===== src/design/smt_pkg.sv =====
// Shared types and constants for the sorted multiset table.
// Depends on nothing; every file but smt_ram imports it.
package smt_pkg;

	localparam int TABLE_ENTRIES = 64;
	localparam int COUNT_BITS    = 16;
	localparam int KEY_BITS      = 32;
	localparam int IDX_W         = $clog2(TABLE_ENTRIES);

	// request queue between front and back, depth must be a power of two
	localparam int QDEPTH = 2;
	localparam int QPTR_W = (QDEPTH > 1) ? $clog2(QDEPTH) : 1;
	localparam int QCNT_W = $clog2(QDEPTH + 1);

	localparam logic [IDX_W-1:0]      LAST_IDX  = IDX_W'(TABLE_ENTRIES - 1);
	localparam logic [COUNT_BITS-1:0] COUNT_MAX = {COUNT_BITS{1'b1}};

	// request codes on the input channel
	localparam logic [1:0] REQ_SEARCH = 2'd0;
	localparam logic [1:0] REQ_ADD    = 2'd1;
	localparam logic [1:0] REQ_ERASE  = 2'd2;

	typedef logic [COUNT_BITS-1:0]      count_t;
	typedef logic signed [KEY_BITS-1:0] key_t;
	typedef logic [IDX_W-1:0]           idx_t;

	typedef enum logic [1:0] {
		OP_NOP,
		OP_SEARCH,
		OP_ADD,
		OP_ERASE
	} op_kind_t;

	typedef struct packed {
		op_kind_t kind;
		key_t     key;
	} op_t;

	typedef struct packed {
		logic valid;
		op_t  item;
	} queue_head_t;

endpackage


===== src/design/smt_if.sv =====
// Handshake channels of the sorted multiset table: request and response.
// Depends on smt_pkg for field types.
interface smt_req_if
	import smt_pkg::*;
();
	logic       valid;
	logic       ready;
	logic [1:0] req_type;
	key_t       key_value;

	modport source (output valid, output req_type, output key_value, input ready);
	modport sink   (input valid, input req_type, input key_value, output ready);
endinterface

interface smt_rsp_if;
	logic valid;
	logic ready;
	logic success;
	logic capacity_error;

	modport source (output valid, output success, output capacity_error, input ready);
	modport sink   (input valid, input success, input capacity_error, output ready);
endinterface


===== src/design/smt_ram.sv =====
// Generic simple dual-port RAM, one write and one registered read port.
// No dependencies.
module smt_ram #(
	parameter int WIDTH = 8,
	parameter int DEPTH = 16
) (
	input  logic                     clk,
	input  logic                     we,
	input  logic [$clog2(DEPTH)-1:0] waddr,
	input  logic [WIDTH-1:0]         wdata,
	input  logic                     re,
	input  logic [$clog2(DEPTH)-1:0] raddr,
	output logic [WIDTH-1:0]         rdata
);
	logic [WIDTH-1:0] mem [DEPTH];

	always_ff @(posedge clk) begin
		if (we) begin
			mem[waddr] <= wdata;
		end
		if (re) begin
			rdata <= mem[raddr];
		end
	end
endmodule


===== src/design/smt_front.sv =====
// Front end: accept requests, classify them and hold them in a short queue.
// Depends on smt_pkg and smt_if.
module smt_front
	import smt_pkg::*;
(
	input  logic        clk,
	input  logic        arst_n,
	smt_req_if.sink     req,
	input  logic        clear_busy,
	output queue_head_t head,
	input  logic        pop
);
	op_t               slot_q [QDEPTH];
	logic [QPTR_W-1:0] wr_ptr_q;
	logic [QPTR_W-1:0] rd_ptr_q;
	logic [QCNT_W-1:0] cnt_q;
	op_t               cls;
	logic              push;
	logic              take;

	always_comb begin
		unique case (req.req_type)
			REQ_SEARCH: cls.kind = OP_SEARCH;
			REQ_ADD:    cls.kind = OP_ADD;
			REQ_ERASE:  cls.kind = OP_ERASE;
			default:    cls.kind = OP_NOP;
		endcase
		cls.key = req.key_value;
	end

	assign req.ready  = (cnt_q != QCNT_W'(QDEPTH)) && !clear_busy;
	assign push       = req.valid && req.ready;
	assign take       = pop && (cnt_q != '0);
	assign head.valid = (cnt_q != '0);
	assign head.item  = slot_q[rd_ptr_q];

	always_ff @(posedge clk) begin
		if (push) begin
			slot_q[wr_ptr_q] <= cls;
		end
	end

	always_ff @(posedge clk or negedge arst_n) begin
		if (!arst_n) begin
			wr_ptr_q <= '0;
			rd_ptr_q <= '0;
			cnt_q    <= '0;
		end else begin
			if (push) begin
				wr_ptr_q <= wr_ptr_q + 1'b1;
			end
			if (take) begin
				rd_ptr_q <= rd_ptr_q + 1'b1;
			end
			unique case ({push, take})
				2'b10:   cnt_q <= cnt_q + 1'b1;
				2'b01:   cnt_q <= cnt_q - 1'b1;
				default: cnt_q <= cnt_q;
			endcase
		end
	end
endmodule


===== src/design/smt_back.sv =====
// Back end: scan the key and count memories, apply the request, post the result.
// Depends on smt_pkg, smt_if and smt_ram.
module smt_back
	import smt_pkg::*;
(
	input  logic        clk,
	input  logic        arst_n,
	input  queue_head_t head,
	output logic        pop,
	output logic        clear_busy,
	smt_rsp_if.source   rsp
);
	localparam logic [2:0] ST_CLEAR  = 3'd0;
	localparam logic [2:0] ST_IDLE   = 3'd1;
	localparam logic [2:0] ST_SCAN   = 3'd2;
	localparam logic [2:0] ST_DECIDE = 3'd3;

	logic [2:0] state_q;
	idx_t       clr_idx_q;
	idx_t       iss_idx_q;
	logic       iss_done_q;
	logic       rd_vld_s1;
	idx_t       rd_idx_s1;
	op_t        cur_q;
	logic       hit_found_q;
	idx_t       hit_idx_q;
	count_t     hit_cnt_q;
	logic       free_found_q;
	idx_t       free_idx_q;
	logic       rsp_valid_q;
	logic       rsp_ok_q;
	logic       rsp_cap_q;

	key_t   key_rdata;
	count_t cnt_rdata;
	logic   rd_en;
	logic   live;
	logic   match;
	logic   out_free;
	logic   fire;

	logic   upd_en;
	idx_t   upd_idx;
	count_t upd_cnt;
	logic   key_we;
	logic   res_ok;
	logic   res_cap;

	logic   cnt_we;
	idx_t   cnt_waddr;
	count_t cnt_wdata;

	assign clear_busy = (state_q == ST_CLEAR);
	assign pop        = (state_q == ST_IDLE) && head.valid;
	assign rd_en      = (state_q == ST_SCAN) && !iss_done_q;
	assign live       = (cnt_rdata != '0);
	assign match      = live && (key_rdata == cur_q.key);
	assign out_free   = !rsp_valid_q || rsp.ready;
	assign fire       = (state_q == ST_DECIDE) && out_free;

	// outcome of the request once the scan has finished
	always_comb begin
		upd_en  = 1'b0;
		upd_idx = hit_idx_q;
		upd_cnt = hit_cnt_q;
		key_we  = 1'b0;
		res_ok  = 1'b0;
		res_cap = 1'b0;
		unique case (cur_q.kind)
			OP_SEARCH: res_ok = hit_found_q;
			OP_ADD: begin
				if (hit_found_q) begin
					if (hit_cnt_q == COUNT_MAX) begin
						res_cap = 1'b1;
					end else begin
						upd_en  = 1'b1;
						upd_cnt = hit_cnt_q + 1'b1;
						res_ok  = 1'b1;
					end
				end else if (free_found_q) begin
					upd_en  = 1'b1;
					upd_idx = free_idx_q;
					upd_cnt = COUNT_BITS'(1);
					key_we  = 1'b1;
					res_ok  = 1'b1;
				end else begin
					res_cap = 1'b1;
				end
			end
			OP_ERASE: begin
				if (hit_found_q) begin
					upd_en  = 1'b1;
					upd_cnt = hit_cnt_q - 1'b1;
					res_ok  = 1'b1;
				end
			end
			default: ;
		endcase
	end

	// count memory is written by the clearing pass or by an update
	always_comb begin
		if (state_q == ST_CLEAR) begin
			cnt_we    = 1'b1;
			cnt_waddr = clr_idx_q;
			cnt_wdata = '0;
		end else begin
			cnt_we    = fire && upd_en;
			cnt_waddr = upd_idx;
			cnt_wdata = upd_cnt;
		end
	end

	smt_ram #(
		.WIDTH (KEY_BITS),
		.DEPTH (TABLE_ENTRIES)
	) u_key_ram (
		.clk   (clk),
		.we    (fire && key_we),
		.waddr (upd_idx),
		.wdata (cur_q.key),
		.re    (rd_en),
		.raddr (iss_idx_q),
		.rdata (key_rdata)
	);

	smt_ram #(
		.WIDTH (COUNT_BITS),
		.DEPTH (TABLE_ENTRIES)
	) u_cnt_ram (
		.clk   (clk),
		.we    (cnt_we),
		.waddr (cnt_waddr),
		.wdata (cnt_wdata),
		.re    (rd_en),
		.raddr (iss_idx_q),
		.rdata (cnt_rdata)
	);

	assign rsp.valid          = rsp_valid_q;
	assign rsp.success        = rsp_ok_q;
	assign rsp.capacity_error = rsp_cap_q;

	always_ff @(posedge clk) begin
		if (pop) begin
			cur_q <= head.item;
		end
		rd_idx_s1 <= iss_idx_q;
		if (rd_vld_s1 && match && !hit_found_q) begin
			hit_idx_q <= rd_idx_s1;
			hit_cnt_q <= cnt_rdata;
		end
		if (rd_vld_s1 && !live && !free_found_q) begin
			free_idx_q <= rd_idx_s1;
		end
		if (fire) begin
			rsp_ok_q  <= res_ok;
			rsp_cap_q <= res_cap;
		end
	end

	always_ff @(posedge clk or negedge arst_n) begin
		if (!arst_n) begin
			state_q      <= ST_CLEAR;
			clr_idx_q    <= '0;
			iss_idx_q    <= '0;
			iss_done_q   <= 1'b0;
			rd_vld_s1    <= 1'b0;
			hit_found_q  <= 1'b0;
			free_found_q <= 1'b0;
			rsp_valid_q  <= 1'b0;
		end else begin
			rd_vld_s1 <= rd_en;
			if (rd_vld_s1 && match) begin
				hit_found_q <= 1'b1;
			end
			if (rd_vld_s1 && !live) begin
				free_found_q <= 1'b1;
			end
			if (rd_en) begin
				if (iss_idx_q == LAST_IDX) begin
					iss_done_q <= 1'b1;
				end else begin
					iss_idx_q <= iss_idx_q + 1'b1;
				end
			end
			if (fire) begin
				rsp_valid_q <= 1'b1;
			end else if (rsp.ready) begin
				rsp_valid_q <= 1'b0;
			end

			unique case (state_q)
				ST_CLEAR: begin
					if (clr_idx_q == LAST_IDX) begin
						state_q <= ST_IDLE;
					end else begin
						clr_idx_q <= clr_idx_q + 1'b1;
					end
				end
				ST_IDLE: begin
					if (pop) begin
						hit_found_q  <= 1'b0;
						free_found_q <= 1'b0;
						iss_idx_q    <= '0;
						iss_done_q   <= 1'b0;
						// unused codes need no scan
						state_q <= (head.item.kind == OP_NOP) ? ST_DECIDE : ST_SCAN;
					end
				end
				ST_SCAN: begin
					if (rd_vld_s1 && (rd_idx_s1 == LAST_IDX)) begin
						state_q <= ST_DECIDE;
					end
				end
				ST_DECIDE: begin
					if (fire) begin
						state_q <= ST_IDLE;
					end
				end
				default: state_q <= ST_IDLE;
			endcase
		end
	end
endmodule


===== src/design/sorted_multiset_table.sv =====
// Sorted multiset table: per request the back end pops it, reads every entry in
// turn (unused codes skip this scan), compares after the last read and decides.
// The back end works on one request at a time, set by the scan over the single read
// port of the key and count memories. After arst_n the count memory is cleared entry
// by entry, and no request is taken while it is cleared.
module sorted_multiset_table
	import smt_pkg::*;
(
	input logic       clk,
	input logic       arst_n,
	smt_req_if.sink   req,
	smt_rsp_if.source rsp
);
	// Queue head and pop form the boundary between the two halves: the front
	// keeps taking transfers while its queue has room and the back is busy
	// scanning, and the back's output register lets a finished result wait
	// without stalling the scan of the next request.
	queue_head_t head;
	logic        pop;
	logic        clear_busy;

	// Front: decode the request code, drop it into the queue. Hold off
	// transfers while the count memory is being cleared.
	smt_front u_front (
		.clk        (clk),
		.arst_n     (arst_n),
		.req        (req),
		.clear_busy (clear_busy),
		.head       (head),
		.pop        (pop)
	);

	// Back: walk every entry (not for unused codes), note the first live match
	// and the lowest free entry, then update at most one entry and post success / capacity_error.
	smt_back u_back (
		.clk        (clk),
		.arst_n     (arst_n),
		.head       (head),
		.pop        (pop),
		.clear_busy (clear_busy),
		.rsp        (rsp)
	);
endmodule

===== src/flat_wrapper.sv =====
// flat-port wrapper written by rule: the top's interface ports become plain ports
module sorted_multiset_table_flat import smt_pkg::*;
  (clk, arst_n, req_valid, req_req_type, req_key_value, req_ready, rsp_valid, rsp_success, rsp_capacity_error, rsp_ready);
  smt_req_if req_i ();
  smt_rsp_if rsp_i ();
  input logic clk;
  input logic arst_n;
  input wire logic [$bits(req_i.valid)-1:0] req_valid;
  input wire logic [$bits(req_i.req_type)-1:0] req_req_type;
  input wire logic [$bits(req_i.key_value)-1:0] req_key_value;
  output wire logic [$bits(req_i.ready)-1:0] req_ready;
  output wire logic [$bits(rsp_i.valid)-1:0] rsp_valid;
  output wire logic [$bits(rsp_i.success)-1:0] rsp_success;
  output wire logic [$bits(rsp_i.capacity_error)-1:0] rsp_capacity_error;
  input wire logic [$bits(rsp_i.ready)-1:0] rsp_ready;
  assign req_i.valid = req_valid;
  assign req_i.req_type = req_req_type;
  assign req_i.key_value = req_key_value;
  assign req_ready = req_i.ready;
  assign rsp_valid = rsp_i.valid;
  assign rsp_success = rsp_i.success;
  assign rsp_capacity_error = rsp_i.capacity_error;
  assign rsp_i.ready = rsp_ready;
  sorted_multiset_table u_core (.clk(clk), .arst_n(arst_n), .req(req_i), .rsp(rsp_i));
endmodule

===== config.mk =====
export PLATFORM = sky130hd
export DESIGN_NAME = sorted_multiset_table_flat
export DESIGN_NICKNAME = d
export VERILOG_FILES = /design/src/design/smt_pkg.sv /design/src/design/smt_if.sv /design/src/design/smt_ram.sv /design/src/design/smt_front.sv /design/src/design/smt_back.sv /design/src/design/sorted_multiset_table.sv /design/src/flat_wrapper.sv
export SDC_FILE = /design/constraint.sdc
export NUM_CORES = 2
export LEC_CHECK = 0
export ABC_CLOCK_PERIOD_IN_PS = 10190
export BUFFER_PORTS_ARGS = -buffer_cell sky130_fd_sc_hd__buf_2
export CORE_ASPECT_RATIO = 1.2
export CORE_MARGIN = 2
export CORE_UTILIZATION = 41
export CTS_CLUSTER_DIAMETER = 30
export DETAILED_ROUTE_END_ITERATION = 7
export MAX_ROUTING_LAYER = met4
export PLACE_DENSITY_LB_ADDON = 0.08
export SYNTH_ARGS = -nofsm -noshare
export SYNTH_HDL_FRONTEND = slang
export SYNTH_HIERARCHICAL = 1
export SYNTH_SLANG_ARGS = --single-unit

===== constraint.sdc =====
create_clock -name clk -period 10.19 [get_ports clk]
set_input_delay 2.038 -clock clk [delete_from_list [all_inputs] [get_ports clk]]
set_output_delay 2.038 -clock clk [all_outputs]
set_load 0.01 [all_outputs]

-- Yosys cells after proc, flatten, opt, wreduce, memory -nomap -nowiden
Memory sizes are Yosys's and may differ from the RTL's. A register that Yosys moved wholly into a read port is not among the register bits.
Cells that the tools add are included.
- memories: 3
- register bits: 94
- input port bits: 38
- bits in writable memories: 3140
- word-level logic and storage cells: 133
- output and inout bits: 4
- memories (name ; depth ; bits a word ; read ports ; clocked after memory_dff ; wr ports ; RTL line ; source):
    u_core.u_back.u_key_ram.mem ; 64 ; 32 ; 1 ; 1 ; 1 ; smt_ram.sv:15 ; logic [WIDTH-1:0] mem [DEPTH];
    u_core.u_back.u_cnt_ram.mem ; 64 ; 16 ; 1 ; 1 ; 1 ; smt_ram.sv:15 ;
    u_core.u_front.slot_q ; 2 ; 34 ; 1 ; 0 ; 1 ; smt_front.sv:13 ; op_t slot_q [QDEPTH];
- reductions and logical operators: 30
- $add $sub $neg: 8
- equal/unequal tests: 20
- muxes and demuxes: 52
- bitwise operators: 1
- operator list (kind ; count):
    $mux W16 ; 5
    $mux W6 ; 8
    $eq A32 B32 Y1 ; 1
    $pmux W16 S2 ; 1
    $mux W1 ; 29
    $eq A6 B6 Y1 const B ; 3
    $add A16 B1 Y16 const B ; 1
    $eq A16 B16 Y1 const B ; 1
    $reduce_bool A16 Y1 ; 1
    $sub A16 B1 Y16 const B ; 1
    $logic_and A1 B1 Y1 ; 14
    $add A6 B1 Y6 const B ; 2
    $mux W3 ; 4
    $pmux W3 S4 ; 1
    $eq A2 B2 Y1 const B ; 4
    $eq A2 B1 Y1 const B ; 3
    $eq A3 B2 Y1 const B ; 2
    $logic_not A1 Y1 ; 6
    $ne A2 B2 Y1 const B ; 3
    $pmux W2 S3 ; 1
    $reduce_bool A2 Y1 ; 3
    $logic_not A2 Y1 ; 2
    $ne A2 B1 Y1 const B ; 2
    $pmux W2 S2 ; 1
    other kinds (11) ; 12

-- Logic depth before layout (Yosys ltp)
- word-level depth: 8
- depth in mapped cells: 10
- mapped depth without buffers: 9

-- Cells and area by module
Netlist, hierarchy kept.
- modules (own cells, without submodules) (module ; area each (sq um) ; cells an instance ; instances):
    smt_ram at u_core.u_back.u_key_ram ; 78835.6 ; 3324 ; 1
    smt_ram at u_core.u_back.u_cnt_ram ; 40202.3 ; 1829 ; 1
    smt_back ; 4874.7 ; 433 ; 1
    smt_front ; 2735.1 ; 133 ; 1

-- Worst setup path before layout
No wires, ideal clock.
- path type: register to register
- start: register u_core.u_back.hit_cnt_q[1]
- end: memory u_core/u_back/u_cnt_ram/mem[0][2] in the netlist's numbering, data pin
- stages on the path, launching flop included: 7
- data arrival time: 6.922 ns
- path slack: 1.981 ns
- clock period less this slack: 8.209 ns
- path buffers: 0
- library setup time: 1.287 ns
- cell sequence: edfxtp_1 ha_1 and3_1 nand2_1 nor2_4 o21ai_0 a2111oi_0
- cells in the longest elaborated chain, start to end: 5
- RTL lines (item ; RTL line ; source):
    from (decl) ; smt_back.sv:27 ; count_t hit_cnt_q;
    from (signal assigned) ; smt_back.sv:151 ; hit_cnt_q <= cnt_rdata;
    $add A16 B1 Y16 / $eq A16 B16 Y1 (equally long branches) ; smt_back.sv:77, smt_back.sv:73 ;
    $mux W16 ; smt_back.sv:73 ; if (hit_cnt_q == COUNT_MAX) begin
    $mux W16 ; smt_back.sv:72 ; if (hit_found_q) begin
    $pmux W16 S2 * ; smt_back.sv:69 ; unique case (cur_q.kind)
    $mux W16 * ; smt_back.sv:103 ; if (state_q == ST_CLEAR) begin
    net u_core.u_back.cnt_wdata[2] ; smt_back.sv:51 ; count_t cnt_wdata;
    to (decl) ; smt_ram.sv:15 ;
Mark *: on every way through the listed nets, which the timed path passes. The rest lies on a longest branch.

-- Final worst setup path
- start: register u_core.u_back.hit_found_q
- end: memory u_core/u_back/u_key_ram/mem[5][24] in the netlist's numbering (enable)
- RTL lines (item ; RTL line ; source):
    from (decl) ; smt_back.sv:25 ; logic hit_found_q;
    from (signal assigned) ; smt_back.sv:169 ; hit_found_q <= 1'b0;
    from (signal assigned) ; smt_back.sv:175 ; hit_found_q <= 1'b1;
    from (signal assigned) ; smt_back.sv:203 ; hit_found_q <= 1'b0;
    $mux W6 ; smt_back.sv:72 ;
    $mux W6 ; smt_back.sv:69 ;
    net u_core.u_back.upd_idx[2] ; smt_back.sv:43 ; idx_t upd_idx;
    to (decl) ; smt_ram.sv:15 ;
The timed path passes the listed nets, and every way through them passes these cells.

==> flow_metrics.env <==
export IMPL_dr_pass1_iters=6
export IMPL_intPower_mw=32.5
export IMPL_r2r_start="u_core/u_back/hit_found_q"
export IMPL_dieArea_sq_um=313000
export IMPL_power_density_nw_per_um2=291
export IMPL_slew_violations=0
export IMPL_reg2regPathDepth=7
export IMPL_wl_per_cell_microns=32.3
export IMPL_min_from="u_core/u_back/rd_idx_s1[3]"
export IMPL_nFillCells=24800
export IMPL_setup_worst_path_start_class="flop"
export IMPL_grt_max_degree=122
export IMPL_core_sq_um=307000
export IMPL_cpPeakStageDelay_ns=1.25
export IMPL_antenna_found_initial=19
export IMPL_grt_usage_pct=23.0
export IMPL_p_sw_mw=12.1
export IMPL_synth_commonest_cells="edfxtp_1 (3252), mux4_2 (764), nor2_1 (238), mux2i_1 (183), nand2_1 (115)"
export IMPL_cp_slowest_cell="nor2_4"
export IMPL_tritoncts="yes"
export IMPL_setup_violations_final=0
export IMPL_slew_limit_headroom_pct=16.4
export IMPL_cts_sinks=3281
export IMPL_path_max_fanout=32
export IMPL_dp_hpwl_mm=207
export IMPL_pin_count=42
export IMPL_cts_root_buf="clkbuf_16"
export IMPL_via_count=61700
export IMPL_grt_pass1_vias=64000
export IMPL_htreeDepth=6
export IMPL_min_path_type="flop to flop"
export IMPL_final_hold_viol_count=0
export IMPL_critPathCaptureType="flop"
export IMPL_path_clk_slew_ns=0.05
export IMPL_critical_path_buf_inv_count=1
export IMPL_cp_top_family="simple AND/OR/NAND/NOR gates"
export IMPL_skew_ns=0.0539
export IMPL_synth_cell_types=92
export IMPL_holdBufCountCts=0
export IMPL_syn_nets=5769
export IMPL_die_y_microns=613
export IMPL_ys_seq_area_share_pct=77.7
export IMPL_drtIter0Drc=6198
export IMPL_post_cts_setup_buffers=0
export IMPL_setup_tns_ns=0
export IMPL_swShare_pct=27.2
export IMPL_numPortBuffers=41
export IMPL_grt_pass1_wl_mm=496
export IMPL_clock_latency_ns=1.01
export IMPL_cts_buffers_inserted=608
export IMPL_synth_area_leaders="edfxtp_1 (77%), mux4_2 (14%), mux2i_1 (1.4%), nor2_1 (0.71%), mux2_2 (0.68%)"
export IMPL_ys_seq_elements=3281
export IMPL_hold_ws_ns=0.455
export IMPL_yosys_area_top_type="edfxtp_1"
export IMPL_drc_errors=0
export IMPL_final_period_utilization_pct=51.8
export IMPL_rsz0062_at_grt="false"
export IMPL_nets=6366
export IMPL_required_ns=10.80
export IMPL_leakage_nw=48.2
export IMPL_comb_power_share_pct=16.8
export IMPL_synth_most_common_cell="edfxtp_1"
export IMPL_synth_top_area_share_pct=77.1
export IMPL_rows=223
export IMPL_yosys_warnings=6
export IMPL_ys_flop_type="edfxtp_1"
export IMPL_drv_cap=0
export IMPL_status="complete, no violations"
export IMPL_async_flop_share_pct=0.701
export IMPL_p_clk_share_pct=45.1
export IMPL_grt_overflow=0
export IMPL_hold_end="u_core/u_back/hit_idx_q[3]"
export IMPL_r2r_end="u_core/u_back/u_key_ram/mem[5][24]"
export IMPL_sequentialPowerShare_pct=38.2
export IMPL_final_layout_size_suffix_gt1_share_pct=32.6
export IMPL_synthCells=5719
export IMPL_critical_path_class="flop to flop"
export IMPL_synth_area_sq_um=127000
export IMPL_synth_edf_count=3252
export IMPL_drtAntennaViolNets=0
export IMPL_critPathArrivalTime_ns=5.89
export IMPL_initial_core_util_pct=41.2
export IMPL_path_cells="clkinv_1, nand2_1, nor2_1, mux2_2, nor2b_1, nand3_1, nor2_4"
export IMPL_hold_path_depth=0
export IMPL_r2r_slack_ns=4.91
export IMPL_cts_resized=0
export IMPL_timing_fmax_mhz=190
export IMPL_routed_via_density=5.66
export IMPL_worst_slew_pin_slew_ns=1.25
export IMPL_synth_avg_cell_area_sq_um=22.1
export IMPL_die_width_microns=511
export IMPL_clock_path_buffers=4
export IMPL_area_growth_pct=21.3
export IMPL_peakVddDrop_mv=0.244
export IMPL_drt_total_wl_mm=352
export IMPL_min_period_ns=5.28
export IMPL_gp_congestion=0.907
## metrics by stage
| stage | utilization [%] | power (mW) | area [sq um] | setup slack [ns] | std cells |
|---|---|---|---|---|---|
| after floorplan | - | 21.7 | 127000 | 1.98 | 5719 |
| after global placement | 43.2 | 24.9 | 133000 | 4.47 | 9756 |
| after detailed placement | 43.2 | 25.0 | 133000 | 4.47 | 9756 |
| after CTS | 50.0 | 45.2 | 154000 | 4.96 | 10900 |
| after global routing | 50.0 | 46.1 | 154000 | 4.75 | 10900 |
| final | 50.0 | 44.6 | 154000 | 4.91 | 10900 |
## placed cells by master (no fill, tap or decap), drive strengths merged, types with 11 or more instances in the layout
| master | count |
|---|---|
| o22ai | 84 |
| clkinv | 240 |
| o221ai | 27 |
| bufinv | 85 |
| a311oi | 18 |
| clkbuf | 691 |
| nand2b | 15 |
| mux2 | 77 |
| xor2 | 15 |
| nand2 | 116 |
| nor2 | 241 |
| xnor2 | 32 |
| ha | 12 |
| and2 | 12 |
| clkinvlp | 64 |
| nand3 | 52 |
| buf | 297 |
| a221oi | 16 |
| mux2i | 183 |
| a211o | 11 |
| a21oi | 102 |
| o21ai | 20 |
| dfrtp | 23 |
| a22oi | 51 |
| diode | 17 |
| a31oi | 21 |
| edfxtp | 3252 |
| nor3 | 20 |
| nor4 | 14 |
| inv | 54 |
| and3 | 13 |
| nand4 | 28 |
| mux4 | 768 |
| nor2b | 45 |
## flip-flops by register name (all words and copies together), names as in the netlist, 2 cells and up
| signal | count |
|---|---|
| u_core/u_back/u_cnt_ram/mem | 1024 |
| u_core/u_back/hit_cnt_q | 16 |
| u_core/u_back/clr_idx_q | 6 |
| u_core/u_back/u_key_ram/rdata | 32 |
| u_core/u_back/free_idx_q | 6 |
| u_core/u_back/rd_idx_s1 | 6 |
| u_core/u_back/cur_q | 34 |
| u_core/u_back/hit_idx_q | 6 |
| u_core/u_front/cnt_q | 2 |
| u_core/u_back/u_cnt_ram/rdata | 16 |
| u_core/u_front/slot_q | 68 |
| u_core/u_back/u_key_ram/mem | 2048 |
| u_core/u_back/iss_idx_q | 6 |
| u_core/u_back/state_q | 2 |
## layout make-up
| type | count | area [sq um] | area share, % |
|---|---|---|---|
| diodes | 17 | 42.5 | 0.0277 |
| clock buffers | 691 | 15800 | 10.3 |
| multi-input cells | 2109 | 27100 | 17.7 |
| clock inverters | 424 | 4890 | 3.18 |
| well taps | 4050 | 5070 | 3.30 |
| flip-flops and latches | 3281 | 98400 | 64.0 |
| inverters | 19 | 71.3 | 0.0464 |
| repair buffers | 297 | 2280 | 1.48 |
## power groups by stage
stage | clock (mW) | sequential, mW | combinational [mW]
after floorplan | 0 | 17.8 | 3.90
final | 20.1 | 17.0 | 7.48
after global routing | 21.1 | 17.1 | 7.92
after detailed placement | 0 | 17.3 | 7.69
after global placement | 0 | 17.3 | 7.58
after CTS | 20.4 | 17.0 | 7.71
## metal layers
layer / up-vias / global-route usage, % / wire (microns)
li1: 25700 / - / -
met1: 33400 / 28.7 / 139000
met2: 2038 / 38.4 / 181000
met3: 598 / 3.36 / 18200
met4: 0 / 8.57 / 13900
met5: - / - / 0
## cell families after synthesis
kind of cell	count (synthesis)	share of synthesized area, %
AO/OA/AOI/OAI	421	2.29
XOR/XNOR	47	0.331
adder cells (fa/ha/maj)	12	0.119
buffers and inverters	329	1.49
flip-flops	3281	77.7
multiplexers	1028	15.8
AND/OR/NAND/NOR	601	2.32
## how the worst max path moves through the flow
stage	from	end	slack (ns)	depth (start not counted)
3_5_place_dp	rsp_ready	u_core/u_back/u_key_ram/mem[5][10]	4.47	6
6_report	u_core/u_back/hit_found_q	u_core/u_back/u_key_ram/mem[5][24]	4.91	7
5_1_grt	u_core/u_back/hit_found_q	u_core/u_back/u_key_ram/mem[5][9]	4.75	7
4_1_cts	u_core/u_back/hit_found_q	u_core/u_back/u_key_ram/mem[5][25]	4.96	7
3_3_place_gp	rsp_ready	u_core/u_back/u_key_ram/mem[4][10]	4.47	7
2_1_floorplan	u_core/u_back/hit_cnt_q[1]	u_core/u_back/u_cnt_ram/mem[0][2]	1.98	6
(Power assumes the default switching activity.)
